**src/hdl/btrf_pkg.sv**
```systemverilog
// types and constants shared by the below-threshold run finder
package btrf_pkg;

  localparam int SAMPLE_W = 16;
  localparam int POS_W    = 17;
  localparam int COUNT_W  = 16;

  typedef logic signed [SAMPLE_W-1:0] sample_t;
  typedef logic [POS_W-1:0]           pos_t;
  typedef logic [COUNT_W-1:0]         count_t;

  localparam sample_t THRESHOLD_RESET = 16'sd800;
  localparam pos_t    POS_MAX         = '1;
  localparam count_t  COUNT_MAX       = '1;

  localparam logic KIND_REPORT  = 1'b0;
  localparam logic KIND_SUMMARY = 1'b1;

  localparam int CMD_DEPTH = 2;

  // one command from the classifier to the reporting side
  typedef struct packed {
    logic do_close;
    pos_t run_first;
    pos_t run_last;
    logic do_summary;
  } cmd_t;

endpackage

```
**src/hdl/btrf_sample_if.sv**
```systemverilog
// sample channel: valid, ready and one sample with its end-of-set flag
interface btrf_sample_if;
  import btrf_pkg::*;

  logic    valid;
  logic    ready;
  sample_t sample;
  logic    final_sample;

  modport source (output valid, sample, final_sample, input ready);
  modport sink   (input valid, sample, final_sample, output ready);
endinterface

```
**src/hdl/btrf_result_if.sv**
```systemverilog
// result channel: valid, ready and one run report or summary
interface btrf_result_if;
  import btrf_pkg::*;

  logic   valid;
  logic   ready;
  logic   kind;
  pos_t   run_start;
  pos_t   run_end;
  pos_t   gap_before;
  count_t run_count;
  logic   has_pair;
  pos_t   pair_first_start;
  pos_t   pair_first_end;
  pos_t   pair_second_start;
  pos_t   pair_second_end;
  logic   last_result;

  modport source (output valid, kind, run_start, run_end, gap_before, run_count, has_pair,
                  pair_first_start, pair_first_end, pair_second_start, pair_second_end,
                  last_result, input ready);
  modport sink   (input valid, kind, run_start, run_end, gap_before, run_count, has_pair,
                  pair_first_start, pair_first_end, pair_second_start, pair_second_end,
                  last_result, output ready);
endinterface

```
**src/hdl/below_threshold_run_finder_top.sv**
```systemverilog
// top level of the below-threshold run finder
//
//  channel   dir  width  beat
//  samples   in   17     sample (signed 16), final_sample
//  results   out  138    run report or end-of-set summary
//  cfg       in   16     threshold write, no read-back
//
// one sample is taken per cycle while the queue has room, classified in that cycle
// each run close or set end becomes one command in a two-entry queue
// the back end turns a command into one result beat per cycle while results are
// taken, two beats when a closing run and the set end come with the same sample
// rst is synchronous: threshold returns to 800, all run state clears
// a stalled result register holds its beat while samples keep flowing
// until the command queue fills
module below_threshold_run_finder_top #(
  parameter int unsigned MAX_SAMPLES = 65536
) (
  input  logic               clk,
  input  logic               rst,
  input  logic               cfg_write,
  input  btrf_pkg::sample_t  cfg_data,
  btrf_sample_if.sink        samples,
  btrf_result_if.source      results
);
  import btrf_pkg::*;

  // positions saturate at MAX_SAMPLES, clamped to the 17-bit field limit
  localparam int unsigned LIMIT_INT = (MAX_SAMPLES < 32'h1FFFF) ? MAX_SAMPLES : 32'h1FFFF;
  localparam logic [16:0] POS_LIMIT = LIMIT_INT[16:0];

  cmd_t front_cmd;
  cmd_t back_cmd;
  logic cmd_push;
  logic cmd_full;
  logic cmd_pop;
  logic cmd_valid;

  // front end: threshold register and run detection
  btrf_front #(
    .POS_LIMIT (POS_LIMIT)
  ) u_front (
    .clk       (clk),
    .rst       (rst),
    .cfg_write (cfg_write),
    .cfg_data  (cfg_data),
    .samples   (samples),
    .cmd       (front_cmd),
    .cmd_push  (cmd_push),
    .cmd_full  (cmd_full)
  );

  // decouples classification from result delivery
  btrf_cmd_queue u_queue (
    .clk       (clk),
    .rst       (rst),
    .push      (cmd_push),
    .push_data (front_cmd),
    .full      (cmd_full),
    .pop       (cmd_pop),
    .pop_data  (back_cmd),
    .not_empty (cmd_valid)
  );

  // back end: gap tracking, run counting, result register
  btrf_back u_back (
    .clk       (clk),
    .rst       (rst),
    .cmd       (back_cmd),
    .cmd_valid (cmd_valid),
    .cmd_pop   (cmd_pop),
    .results   (results)
  );

endmodule

```
**src/hdl/btrf_front.sv**
```systemverilog
// front end: threshold compare, position count and run open/close detection
module btrf_front #(
  parameter logic [16:0] POS_LIMIT = 17'd65535
) (
  input  logic                  clk,
  input  logic                  rst,
  input  logic                  cfg_write,
  input  btrf_pkg::sample_t     cfg_data,
  btrf_sample_if.sink           samples,
  output btrf_pkg::cmd_t        cmd,
  output logic                  cmd_push,
  input  logic                  cmd_full
);
  import btrf_pkg::*;

  sample_t threshold;
  pos_t    sample_index;
  logic    in_run;
  pos_t    current_start;

  pos_t    sample_index_next;
  logic    in_run_next;
  pos_t    current_start_next;
  pos_t    pos;
  logic    accept;
  logic    below;
  logic    close_high;
  logic    close_final;

  assign samples.ready = !cmd_full;
  assign accept        = samples.valid && !cmd_full;
  assign pos           = sample_index + pos_t'(1);
  assign below         = samples.sample <= threshold;

  always_comb begin
    sample_index_next  = sample_index;
    in_run_next        = in_run;
    current_start_next = current_start;
    close_high         = 1'b0;
    if (sample_index < POS_LIMIT) begin
      sample_index_next = pos;
      if (below) begin
        if (!in_run) begin
          in_run_next        = 1'b1;
          current_start_next = pos;
        end
      end else if (in_run) begin
        in_run_next = 1'b0;
        close_high  = 1'b1;
      end
    end
    close_final = samples.final_sample && in_run_next;
  end

  // a high sample and the end of the set never both close a run
  assign cmd.do_close   = close_high || close_final;
  assign cmd.run_first  = current_start_next;
  assign cmd.run_last   = close_high ? sample_index : sample_index_next;
  assign cmd.do_summary = samples.final_sample;
  assign cmd_push       = accept && (cmd.do_close || samples.final_sample);

  always_ff @(posedge clk) begin
    if (rst) begin
      threshold <= THRESHOLD_RESET;
    end else if (cfg_write) begin
      threshold <= cfg_data;
    end
  end

  always_ff @(posedge clk) begin
    if (rst) begin
      sample_index  <= '0;
      in_run        <= 1'b0;
      current_start <= '0;
    end else if (accept) begin
      if (samples.final_sample) begin
        sample_index  <= '0;
        in_run        <= 1'b0;
        current_start <= '0;
      end else begin
        sample_index  <= sample_index_next;
        in_run        <= in_run_next;
        current_start <= current_start_next;
      end
    end
  end

endmodule

```
**src/hdl/btrf_cmd_queue.sv**
```systemverilog
// small command queue between front and back end
module btrf_cmd_queue (
  input  logic            clk,
  input  logic            rst,
  input  logic            push,
  input  btrf_pkg::cmd_t  push_data,
  output logic            full,
  input  logic            pop,
  output btrf_pkg::cmd_t  pop_data,
  output logic            not_empty
);
  import btrf_pkg::*;

  localparam int PTR_W = (CMD_DEPTH > 1) ? $clog2(CMD_DEPTH) : 1;
  localparam int CNT_W = $clog2(CMD_DEPTH + 1);

  cmd_t             slots [CMD_DEPTH];
  logic [PTR_W-1:0] wr_ptr;
  logic [PTR_W-1:0] rd_ptr;
  logic [CNT_W-1:0] count;

  assign full      = count == CNT_W'(CMD_DEPTH);
  assign not_empty = count != '0;
  assign pop_data  = slots[rd_ptr];

  always_ff @(posedge clk) begin
    if (push) begin
      slots[wr_ptr] <= push_data;
    end
  end

  always_ff @(posedge clk) begin
    if (rst) begin
      wr_ptr <= '0;
      rd_ptr <= '0;
      count  <= '0;
    end else begin
      if (push) begin
        wr_ptr <= (wr_ptr == PTR_W'(CMD_DEPTH - 1)) ? '0 : wr_ptr + PTR_W'(1);
      end
      if (pop) begin
        rd_ptr <= (rd_ptr == PTR_W'(CMD_DEPTH - 1)) ? '0 : rd_ptr + PTR_W'(1);
      end
      if (push && !pop) begin
        count <= count + CNT_W'(1);
      end else if (pop && !push) begin
        count <= count - CNT_W'(1);
      end
    end
  end

endmodule

```
**src/hdl/btrf_back.sv**
```systemverilog
// back end: run bookkeeping, closest-pair tracking and result register
module btrf_back (
  input  logic            clk,
  input  logic            rst,
  input  btrf_pkg::cmd_t  cmd,
  input  logic            cmd_valid,
  output logic            cmd_pop,
  btrf_result_if.source   results
);
  import btrf_pkg::*;

  count_t runs_found;
  pos_t   previous_start;
  pos_t   previous_end;
  pos_t   smallest_gap;
  pos_t   best_pair_bounds [4];
  logic   phase;

  logic   load;
  logic   emit_report;
  logic   has_prev;
  pos_t   gap_raw;
  pos_t   gap;
  logic   better;
  count_t runs_found_next;
  logic   pair_ok;

  assign load            = cmd_valid && (!results.valid || results.ready);
  assign emit_report     = cmd.do_close && !phase;
  assign has_prev        = runs_found != '0;
  assign gap_raw         = cmd.run_first - previous_end;
  assign gap             = has_prev ? gap_raw : '0;
  assign better          = has_prev && (gap_raw < smallest_gap);
  assign runs_found_next = (runs_found == COUNT_MAX) ? runs_found : runs_found + count_t'(1);
  assign pair_ok         = runs_found >= count_t'(2);
  // a close followed by a summary holds its command for a second beat
  assign cmd_pop         = load && !(emit_report && cmd.do_summary);

  always_ff @(posedge clk) begin
    if (rst) begin
      results.valid  <= 1'b0;
      phase          <= 1'b0;
      runs_found     <= '0;
      previous_start <= '0;
      previous_end   <= '0;
      smallest_gap   <= POS_MAX;
      for (int i = 0; i < 4; i++) begin
        best_pair_bounds[i] <= '0;
      end
    end else begin
      results.valid <= load || (results.valid && !results.ready);
      if (load) begin
        if (emit_report) begin
          if (better) begin
            smallest_gap        <= gap_raw;
            best_pair_bounds[0] <= previous_start;
            best_pair_bounds[1] <= previous_end;
            best_pair_bounds[2] <= cmd.run_first;
            best_pair_bounds[3] <= cmd.run_last;
          end
          previous_start <= cmd.run_first;
          previous_end   <= cmd.run_last;
          runs_found     <= runs_found_next;
          phase          <= cmd.do_summary;
        end else begin
          phase          <= 1'b0;
          runs_found     <= '0;
          previous_start <= '0;
          previous_end   <= '0;
          smallest_gap   <= POS_MAX;
          for (int i = 0; i < 4; i++) begin
            best_pair_bounds[i] <= '0;
          end
        end
      end
    end
  end

  always_ff @(posedge clk) begin
    if (load) begin
      if (emit_report) begin
        results.kind              <= KIND_REPORT;
        results.run_start         <= cmd.run_first;
        results.run_end           <= cmd.run_last;
        results.gap_before        <= gap;
        results.run_count         <= runs_found_next;
        results.has_pair          <= 1'b0;
        results.pair_first_start  <= '0;
        results.pair_first_end    <= '0;
        results.pair_second_start <= '0;
        results.pair_second_end   <= '0;
        results.last_result       <= !cmd.do_summary;
      end else begin
        results.kind              <= KIND_SUMMARY;
        results.run_start         <= '0;
        results.run_end           <= '0;
        results.gap_before        <= '0;
        results.run_count         <= runs_found;
        results.has_pair          <= pair_ok;
        results.pair_first_start  <= pair_ok ? best_pair_bounds[0] : '0;
        results.pair_first_end    <= pair_ok ? best_pair_bounds[1] : '0;
        results.pair_second_start <= pair_ok ? best_pair_bounds[2] : '0;
        results.pair_second_end   <= pair_ok ? best_pair_bounds[3] : '0;
        results.last_result       <= 1'b1;
      end
    end
  end

`ifndef NO_ASSERTIONS
  a_summary_is_last: assert property (@(posedge clk) disable iff (rst)
    results.valid && (results.kind == KIND_SUMMARY) |-> results.last_result)
    else $error("summary beat without last_result");

  a_phase_holds_cmd: assert property (@(posedge clk) disable iff (rst)
    phase |-> cmd_valid && cmd.do_close && cmd.do_summary)
    else $error("second beat pending without a close-and-summary command");

  a_gap_idle: assert property (@(posedge clk) disable iff (rst)
    (runs_found < count_t'(2)) |-> (smallest_gap == POS_MAX))
    else $error("smallest gap moved before two runs exist");

  a_split_beat: assert property (@(posedge clk) disable iff (rst)
    load && emit_report && cmd.do_summary |=> phase)
    else $error("close-and-summary command popped after its first beat");
`endif

endmodule
```
**src/flat_wrapper.sv**
```systemverilog
// flat-port wrapper written by rule: the top's interface ports become plain ports
module below_threshold_run_finder_top_flat import btrf_pkg::*;
#(
  parameter int unsigned MAX_SAMPLES = 65536
)
  (clk, rst, cfg_write, cfg_data, samples_valid, samples_sample, samples_final_sample, samples_ready, results_valid, results_kind, results_run_start, results_run_end, results_gap_before, results_run_count, results_has_pair, results_pair_first_start, results_pair_first_end, results_pair_second_start, results_pair_second_end, results_last_result, results_ready);
  btrf_sample_if samples_i ();
  btrf_result_if results_i ();
  input  logic clk;
  input  logic rst;
  input  logic cfg_write;
  input  btrf_pkg::sample_t cfg_data;
  input wire logic [$bits(samples_i.valid)-1:0] samples_valid;
  input wire logic [$bits(samples_i.sample)-1:0] samples_sample;
  input wire logic [$bits(samples_i.final_sample)-1:0] samples_final_sample;
  output wire logic [$bits(samples_i.ready)-1:0] samples_ready;
  output wire logic [$bits(results_i.valid)-1:0] results_valid;
  output wire logic [$bits(results_i.kind)-1:0] results_kind;
  output wire logic [$bits(results_i.run_start)-1:0] results_run_start;
  output wire logic [$bits(results_i.run_end)-1:0] results_run_end;
  output wire logic [$bits(results_i.gap_before)-1:0] results_gap_before;
  output wire logic [$bits(results_i.run_count)-1:0] results_run_count;
  output wire logic [$bits(results_i.has_pair)-1:0] results_has_pair;
  output wire logic [$bits(results_i.pair_first_start)-1:0] results_pair_first_start;
  output wire logic [$bits(results_i.pair_first_end)-1:0] results_pair_first_end;
  output wire logic [$bits(results_i.pair_second_start)-1:0] results_pair_second_start;
  output wire logic [$bits(results_i.pair_second_end)-1:0] results_pair_second_end;
  output wire logic [$bits(results_i.last_result)-1:0] results_last_result;
  input wire logic [$bits(results_i.ready)-1:0] results_ready;
  assign samples_i.valid = samples_valid;
  assign samples_i.sample = samples_sample;
  assign samples_i.final_sample = samples_final_sample;
  assign samples_ready = samples_i.ready;
  assign results_valid = results_i.valid;
  assign results_kind = results_i.kind;
  assign results_run_start = results_i.run_start;
  assign results_run_end = results_i.run_end;
  assign results_gap_before = results_i.gap_before;
  assign results_run_count = results_i.run_count;
  assign results_has_pair = results_i.has_pair;
  assign results_pair_first_start = results_i.pair_first_start;
  assign results_pair_first_end = results_i.pair_first_end;
  assign results_pair_second_start = results_i.pair_second_start;
  assign results_pair_second_end = results_i.pair_second_end;
  assign results_last_result = results_i.last_result;
  assign results_i.ready = results_ready;
  below_threshold_run_finder_top #(.MAX_SAMPLES(MAX_SAMPLES)) u_core (.clk(clk), .rst(rst), .cfg_write(cfg_write), .cfg_data(cfg_data), .samples(samples_i), .results(results_i));
endmodule
```
**config.mk**
```make
export PLATFORM = sky130hd
export DESIGN_NAME = below_threshold_run_finder_top_flat
export DESIGN_NICKNAME = d
export VERILOG_FILES = /design/src/hdl/btrf_pkg.sv /design/src/hdl/btrf_sample_if.sv /design/src/hdl/btrf_result_if.sv /design/src/hdl/below_threshold_run_finder_top.sv /design/src/hdl/btrf_front.sv /design/src/hdl/btrf_cmd_queue.sv /design/src/hdl/btrf_back.sv /design/src/flat_wrapper.sv
export SDC_FILE = /design/constraint.sdc
export NUM_CORES = 1
export LEC_CHECK = 0
export BUFFER_PORTS_ARGS = -buffer_cell sky130_fd_sc_hd__buf_2
export CAP_MARGIN = 0
export CORE_UTILIZATION = 59
export DETAILED_ROUTE_END_ITERATION = 8
export PLACE_DENSITY = 0.86
export REMOVE_ABC_BUFFERS = 1
export SYNTH_ARGS = -nofsm -noshare
export SYNTH_HDL_FRONTEND = slang
export SYNTH_SLANG_ARGS = --single-unit
```
**constraint.sdc**
```tcl
create_clock -name clk -period 6.86 [get_ports clk]
set_clock_uncertainty 0.1 [all_clocks]
set_input_delay 1.029 -clock clk [delete_from_list [all_inputs] [get_ports clk]]
set_output_delay 1.029 -clock clk [all_outputs]
set_load 0.02 [all_outputs]
```
* Word-level counts from Yosys, hierarchy flattened
Memory sizes are Yosys's and may differ from the RTL's. A register that Yosys moved wholly into a read port is not among the register bits.
Index checks and enable logic that the tools add are counted.
** Word-level totals
- Latch bits :: 0
- RAM bits :: 140
- Memories kept :: 2
- Logic and storage cells :: 122
- Input bits :: 38
- Flip-flop bits (word level) :: 194
- Memory bits (read-only) :: 0
** Operators by class
- Div/mod/pow operators :: 0
- Order comparisons :: 4
- Eq/ne operators :: 3
- Add/subtract/negate cells :: 7
- $mul :: 0
- Shift-type cells :: 0
- Reductions and logical operators :: 29
- Multiplexer cells :: 48
- Bitwise gates (word level) :: 9
** Memories
- u_core.u_queue.slots :: words 2, bits a word 36, rd ports 1, clocked after Yosys merged registers in 1, wr ports 1, RTL line btrf_cmd_queue.sv:17 : cmd_t slots [CMD_DEPTH];
- u_core.u_back.best_pair_bounds :: words 4, bits a word 17, rd ports 4, clocked after Yosys merged registers in 4, wr ports 4, RTL line btrf_back.sv:16 : pos_t best_pair_bounds [4];
** Operators with widths (number)
- $mux W17 :: 19
- $mux W16 :: 3
- $mux W1 :: 24
- $add A17 B1 Y17 const B :: 1
- $lt A17 B17 Y1 :: 1
- $lt A17 B17 Y1 const B :: 1
- $sub A17 B17 Y17 :: 1
- $add A16 B1 Y16 const B :: 1
- $eq A16 B16 Y1 const B :: 1
- $ge A16 B2 Y1 const B :: 1
- $le A16 B16 Y1 :: 1
- $reduce_bool A16 Y1 :: 1
- $logic_and A1 B1 Y1 :: 11
- $logic_not A1 Y1 :: 8
- $or A1 B1 Y1 :: 8
- $logic_or A1 B1 Y1 :: 4
- $mux W2 :: 2
- $reduce_and A2 Y1 :: 2
- $reduce_bool A2 Y1 :: 2
- $add A1 B1 Y1 const B :: 2
- $add A2 B1 Y2 const B :: 1
- $eq A2 B2 Y1 const B :: 1
- $ne A2 B1 Y1 const B :: 1
- $reduce_or A2 Y1 :: 1
- 2 further kinds :: 2

* Depth between registers and ports, before layout
Gate-level depths: netlist (run 1).
- Depth in word-level cells :: 11
- Depth in mapped cells :: 22
- Gate-level depth less buffers :: 19

* Hierarchy
From an unflattened synthesis (run 1), not the netlist that was laid out.
** Unflattened totals
- Cell total of the unflattened synthesis :: 1559
- Area total of the unflattened synthesis :: 17656.9 sq um
** Modules (own cells, without submodules)
- btrf_back :: times used 1, cells each 1026, area each 11634.9 sq um
- btrf_front :: times used 1, cells each 399, area each 3205.6 sq um
- btrf_cmd_queue :: times used 1, cells each 134, area each 2816.5 sq um

* Worst setup path after synthesis (run 1)
No wires, ideal clock.
- Path type :: input -> register
- Start point :: input port results_ready
- End point :: register u_core.u_back.results.pair_first_end, in the netlist results_pair_first_end[0], read port of u_core.u_back.best_pair_bounds, enable pin
- Path buffers :: 3
- Setup time :: 0.556 ns
- Arrival time :: 5.710 ns
- Path slack :: 0.494 ns
- Stages on the path :: 6
- Data required time :: 6.204 ns
- Cell sequence :: nand2b_1 -> o21ai_0 -> clkbuf_1 -> inv_1 -> clkbuf_1 -> clkbuf_1
** Between the ends
- Word-level cells in the longest chain between the ends :: 2
** Ends and longest elaborated chain
- start: declaration :: RTL line flat_wrapper.sv:29 : input wire logic [$bits(results_i.ready)-1:0] results_ready;
- $logic_or A1 B1 Y1 :: RTL line btrf_back.sv:28 : assign load = cmd_valid && (!results.valid || results.ready);
- $logic_and A1 B1 Y1 :: RTL line btrf_back.sv:28
- named net u_core.u_back.load :: RTL line btrf_back.sv:19 : logic load;
- end: declaration :: RTL line btrf_result_if.sv:20 : pair_first_start, pair_first_end, pair_second_start, pair_second_end,
The timed path passes the listed nets, and every way through them passes these cells.
A chain may end at the register's enable or synchronous reset.

==> results of run 1 <==
[cells in the mapped netlist (3+ instances only)]
| cell | instances |
|---|---|
| edfxtp_1 | 244 |
| nor2_1 | 184 |
| dfxtp_1 | 159 |
| nand2_1 | 127 |
| a21oi_1 | 104 |
| inv_1 | 82 |
| and2_1 | 81 |
| clkbuf_1 | 71 |
| mux2i_1 | 65 |
| o21ai_0 | 56 |
| ha_1 | 54 |
| xnor2_1 | 42 |
| nand3_1 | 29 |
| nor3_1 | 20 |
| or2_2 | 19 |
| mux2_2 | 18 |
| a32o_1 | 17 |
| nor4_1 | 15 |
| a21o_1 | 13 |
| xor2_1 | 13 |
| o22a_1 | 12 |
| buf_1 | 11 |
| and3_1 | 10 |
| nand4_1 | 10 |
| a22oi_1 | 9 |
| a31oi_1 | 9 |
| o21a_1 | 9 |
| o211ai_1 | 8 |
| or3_1 | 6 |
| buf_2 | 5 |
| nand2b_1 | 5 |
| o21bai_1 | 5 |
| a211oi_1 | 4 |
| nor2b_1 | 4 |
| a211o_1 | 3 |
| and4_1 | 3 |
| nor3b_1 | 3 |
[stage by stage]
step | util (%) | hold WS (ns) | area, sq um | setup WS, ns
after floorplan | - | 0.330 | 17000 | -1.46
after global placement | 64.2 | 0.339 | 18500 | 1.35
after detailed placement | 64.2 | 0.346 | 18500 | 1.09
after CTS | 68.5 | 0.353 | 19800 | 1.06
after global routing | 68.5 | 0.369 | 19800 | 0.548
final | 68.5 | 0.349 | 19800 | 0.961
[critical path, cell delays in order, from the launching register on]
cell     delay [ns]
dfxtp_2        0.66
buf_4          0.45
mux2i_1        0.35
inv_1          0.08
ha_1           0.34
a21o_1         0.21
a21oi_1        0.28
nand2_1        0.09
o21ai_0        0.56
nor4b_1        0.13
a211o_1        0.35
ha_1           0.33
a21oi_1        0.16
o21ai_0        0.08
nor3_1         0.25
nor3b_1        0.31
a21bo_2        0.75
[state kept, by name, indices dropped and copies added (netlist names), 2 cells and up, named ones only]
register,count
u_core.u_queue.slots,72
u_core.u_front.threshold,16
u_core.u_back.previous_start,17
results_pair_second_start,17
u_core.u_back.smallest_gap,17
u_core.u_front.sample_index,17
u_core.u_back.best_pair_bounds,68
u_core.u_back.results.gap_before,17
u_core.u_front.current_start,17
u_core.u_back.runs_found,16
u_core.u_back.previous_end,17
u_core.u_queue.count,2
u_core.u_back.results.run_end,17
results_pair_second_end,17
u_core.u_back.results.run_start,17
results_pair_first_end,17
u_core.u_back.results.run_count,16
results_pair_first_start,17
[power by group]
group	switching, uW	total, uW	internal, uW	leakage [uW]
registers	174	3370	3190	0.00369
logic	1640	2290	649	0.00356
clock network	900	2100	1200	0.000596
total	2710	7760	5040	0.00784
[layout make-up]
type | instances | area (sq um)
inverter | 83 | 317
clock inverter | 19 | 166
tap | 384 | 480
sequential | 403 | 10500
clock buffer | 53 | 1090
fill | 2039 | 9080
timing repair buffer | 190 | 986
multi-input combinational | 985 | 6230
[final timing paths]
path	startpoint	end	slack, ns	cells after the start
setup reg to reg	register	u_core.u_back.best_pair_bounds[1][4]	0.96	16
hold reg to reg	u_core.u_back.best_pair_bounds[3][12]	u_core.u_back.best_pair_bounds[3][12]	0.35	2
setup / recovery	register	u_core.u_back.best_pair_bounds[1][4]	0.96	16
hold / removal	u_core.u_back.best_pair_bounds[3][12]	u_core.u_back.best_pair_bounds[3][12]	0.35	2
[cell families after synthesis]
family                   Yosys count  synth area share, %
buffers and inverters            170                 3.71
AND/OR/NAND/NOR                  522                 14.2
XOR/XNOR                          55                 2.77
flip-flops                       403                 60.5
adder cells (fa/ha/maj)           55                 4.01
AO/OA/AOI/OAI                    270                 9.84
multiplexers                      83                 4.91
[routing by layer]
layer | up-vias | GRT usage (%) | routed length, um
li1 | 5759 | - | -
met1 | 5850 | 33.6 | 15900
met2 | 503 | 42.3 | 18600
met3 | 68 | 3.44 | 2630
met4 | 0 | 6.97 | 868
met5 | - | 0 | 0
==> flow_summary.ini, run 1 <==
[detailed_routing]
drc = 0
ant_nets = 0
num_vias = 12200
avgViaCountPerCell = 5.75
drt_iter0_drc = 1202
wl_per_cell_um = 18.0
wirelength_mm = 38.0
first_pass_iters = 8

[sta]
timing.fmax_mhz = 170
drv_slew = 0
rsz0062_at_grt = no
final_hold_viol_count = 0
maxSlewHeadroom_pct = 17.2
tns_ns = 0
worstMarginPinSlew_ns = 1.24
fin_crit_sh_pct = 86.0
setup_viol = 0
period_needed_ns = 5.90

[finish]
final_common_cell = edfxtp_1
drive_above_1_share_pct = 17.2
final_cell_mix = 244 x edfxtp_1, 183 x nor2_1, 176 x buf_2
instances_no_fill = 2117
fin_nets = 1796
antenna_cells = 0
area_delta_synth_final_pct = 13.9

[floorplan]
row_count = 62
core_area_sq_um = 28900
die_w_um = 174
die_h_um = 174
ios = 178
die_area_sq_um = 30100
initial_core_util_pct = 60.2

[clocking]
root_buffer = clkbuf_16
clk-insertion-delay-late_ns = 0.53
cts_made_buffers = 40
cts_sinks = 403
clock_path_buffers = 3
cts_setup_buffers = 0
clk_pin_slew_ns = 0.06
cts_tree = done
h-tree-depth = 2
ctsResizeCount = 0
holdBufCountCts = 0

[power]
power.density_nw_per_um2 = 392
finalPower_uw = 7760
leakage_uw = 0.00784
ir_drop_uv = 296

[worst_setup_path]
cp_max_fo = 34
path_class = register to register
worstPathArrival_ns = 5.95
cp.required_ns = 6.91
critPathLaunchType = register
end_kind = register

[worst_hold_path]
worstHoldPathType = register to register

[placed_design]
dp_hpwl_mm = 25.0
io_buffers = 177
gp_congestion = 0.888
dp_cells = 2045

[global_route]
grt_pass1_wl_mm = 59.8
grt_pass1_vias = 11600
grt.total_usage_pct = 24.9
grt_max_degree = 96
grt-ovfl-total = 0
antenna_found_initial = 0

[logic_synthesis]
synth_largest_area_cell = edfxtp_1
ys_types = 59
synthTopCellsByArea = edfxtp_1 42%, dfxtp_1 18%, nor2_1 4.0%, ha_1 3.9%, mux2i_1 3.7%
syn-instance-count = 1558
async_flop_share_pct = 0
yosysTopAreaCellShare_pct = 42.2
synth_edf_count = 244
synth-main-ff-cell = edfxtp_1
synth_warnings = 0
synth-seq-area-share_pct = 60.5
syn_area_sq_um = 17400
avgSynthCellArea_sq_um = 11.1
ys_ff_latch = 403

[job]
max_cap_violations = 0

[status]
status = complete, no violations
Power figures use the tool's default switching activity.
==> inputs of run 2 (changes only) <==
- BUFFER_PORTS_ARGS: -buffer_cell sky130_fd_sc_hd__buf_2 -> not set
- CORE_UTILIZATION: 59 -> 62
- DONT_BUFFER_PORTS: not set -> 1
- PLACE_DENSITY: 0.86 -> 0.84
- SYNTH_HIERARCHICAL: not set -> 1
==> flow_summary.ini, run 2 <==
[power]
intPower_uw = 4970
ir_drop_uv = 215
switching_share_pct = 34.4
p_switching_uw = 2610
p_seq_share_pct = 49.0
finalPower_uw = 7590
clockPowerShare_pct = 28.7
power.density_nw_per_um2 = 395
leakage_uw = 0.00742
comb_power_share_pct = 22.3

[logic_synthesis]
synth_largest_area_cell = edfxtp_1
ys_ff_latch = 403
synth_warnings = 6
syn-instance-count = 1559
yosysTopAreaCellShare_pct = 41.5
synth-main-ff-cell = edfxtp_1
synth_edf_count = 244
yosysMostFrequentCell = edfxtp_1
avgSynthCellArea_sq_um = 11.3
async_flop_share_pct = 0
synth-seq-area-share_pct = 59.5
ys_types = 65
synth_commonest_cells = 244 x edfxtp_1, 160 x nor2_1, 159 x dfxtp_1
synthTopCellsByArea = edfxtp_1 41%, dfxtp_1 18%, and2_1 4.6%, ha_1 3.8%, nor2_1 3.4%
syn_area_sq_um = 17700

[finish]
drive_above_1_share_pct = 10.2
multi_input_area_sq_um = 6480
top_register = u_core/u_queue/slots
ff_latch_area_sq_um = 10500
final_cell_mix = 244 x edfxtp_1, 159 x nor2_1, 159 x dfxtp_1
nFillCells = 1969
final_util_pct = 68.7
top_regs = u_core/u_queue/slots (72), u_core/u_back/best_pair_bounds (68)
antenna_cells = 0
area_delta_synth_final_pct = 8.76
instances_no_fill = 1942
largest_register_ffs = 72
final_common_cell = edfxtp_1
fin_nets = 1625

[clocking]
cts_made_buffers = 40
clk-insertion-delay-late_ns = 0.54
clk_pin_slew_ns = 0.06
cts_setup_buffers = 0
cts_tree = done
clock_path_buffers = 3
h-tree-depth = 2
cts_sinks = 403
ctsResizeCount = 0
root_buffer = clkbuf_16
holdBufCountCts = 0

[worst_setup_path]
cp_max_fo = 27
slowest_delay_ns = 0.44
critPathLaunchType = register
path_class = register to register
r2r_cells = 22
r2r-end = u_core/u_back/best_pair_bounds[2][15]
cp_slowest_cell = buf_4
end_kind = register
path_cells = buf_4, mux2_2, inv_1, ha_1, inv_1, fa_1, a21oi_1, o211ai_1, a211oi_1, o21a_1, nor2_1, xnor2_1, inv_1, ha_1, nand4_1, or2_2, a211o_1, nand4_1, buf_4, nor2_1, buf_4, and2_1
reg2reg_slack_ns = 1.27
cp.required_ns = 7.04
worstPathArrival_ns = 5.77

[detailed_routing]
wl_met3_mm = 2.26
wirelength_mm = 37.1
wl_met2_mm = 18.4
drt_iter0_drc = 859
wl_per_cell_um = 19.1
drc = 0
ant_nets = 0
met1_length_mm = 15.6
first_pass_iters = 6
avgViaCountPerCell = 5.84
maxUsedRoutingLayer = met4
num_vias = 11300

[floorplan]
row_count = 61
ios = 178
die_w_um = 171
initial_core_util_pct = 63.2
core_area_sq_um = 27900
die_area_sq_um = 29200
die_h_um = 171

[global_route]
grt_pass1_vias = 11000
grt_max_degree = 100
grt-ovfl-total = 0
antenna_found_initial = 0
grt_pass1_wl_mm = 58.0
grt.total_usage_pct = 25.6

[sta]
setup_viol = 0
worstMarginPinSlew_ns = 1.22
tns_ns = 0
rsz0062_at_grt = no
maxSlewHeadroom_pct = 18.3
timing.fmax_mhz = 179
drv_slew = 0
period_needed_ns = 5.59
final_hold_viol_count = 0
fin_crit_sh_pct = 81.5

[placed_design]
dp_hpwl_mm = 24.8
dp_cells = 1868
io_buffers = 0
gp_congestion = 0.886

[job]
max_cap_violations = 0

[worst_hold_path]
hold_end = u_core/u_back/previous_end[15]
worstHoldPathType = register to register
hold_depth = 2
hp-start = u_core/u_back/previous_end[15]

[status]
status = complete, no violations
run 2: worst max-delay path: cells and delay by family, from the launching register on:
kind	cells	cell delay, ns
flip-flops	1	0.32
XOR/XNOR	1	0.26
buffers and inverters	6	1.15
adder cells (fa/ha/maj)	3	0.90
AND/OR/NAND/NOR	6	0.92
multiplexers	1	0.38
AO/OA/AOI/OAI	5	1.29
run 2: layout make-up:
class / count / area share (%)
clock buffers: 51 / 5.64
clock inverters: 23 / 1.21
inverters: 75 / 1.49
multi-input cells: 994 / 33.8
flip-flops and latches: 403 / 54.7
well taps: 378 / 2.46
repair buffers: 18 / 0.704
run 2: power by group through the flow:
stage / clock (uW) / combinational, uW / sequential (uW)
floorplan: 0 / 1160 / 3740
global placement: 0 / 1630 / 3750
detailed placement: 0 / 1680 / 3770
CTS: 2210 / 1690 / 3720
global route: 2310 / 1860 / 3760
finish: 2180 / 1690 / 3710
run 2: worst max path at each step:
| stage | startpoint | end | slack, ns |
|---|---|---|---|
| 6_report | register | u_core/u_back/best_pair_bounds[2][15] | 1.27 |
| 5_1_grt | register | u_core/u_back/best_pair_bounds[2][15] | 0.85 |
| 4_1_cts | register | u_core/u_back/best_pair_bounds[2][15] | 1.27 |
| 3_5_place_dp | register | u_core/u_back/best_pair_bounds[2][4] | 1.33 |
| 3_3_place_gp | register | u_core/u_back/best_pair_bounds[1][13] | 1.50 |
| 2_1_floorplan | register | u_core/u_back/best_pair_bounds[1][0] | -0.70 |
run 2: routing by layer:
metal | GRT usage (%) | vias up
met1 | 32.7 | 5461
met5 | 0 | -
met3 | 4.65 | 71
met4 | 8.11 | 0
met2 | 44.0 | 409
li1 | - | 5395
run 2: cell families after synthesis:
kind of cell | count (synthesis) | synth area share [%]
XOR/XNOR | 56 | 2.78
multiplexers | 100 | 6.04
flip-flops | 403 | 59.5
AO/OA/AOI/OAI | 246 | 8.86
AND/OR/NAND/NOR | 537 | 15.0
buffers and inverters | 162 | 3.88
adder cells (fa/ha/maj) | 55 | 3.94
run 2: stage by stage:
stage | setup WS, ns | hold WS (ns) | instance area [sq um]
after CTS | 1.27 | 0.351 | 19200
after floorplan | -0.705 | 0.330 | 17300
after global placement | 1.50 | 0.336 | 17900
after global routing | 0.847 | 0.375 | 19200
after detailed placement | 1.33 | 0.342 | 17900
final | 1.27 | 0.351 | 19200
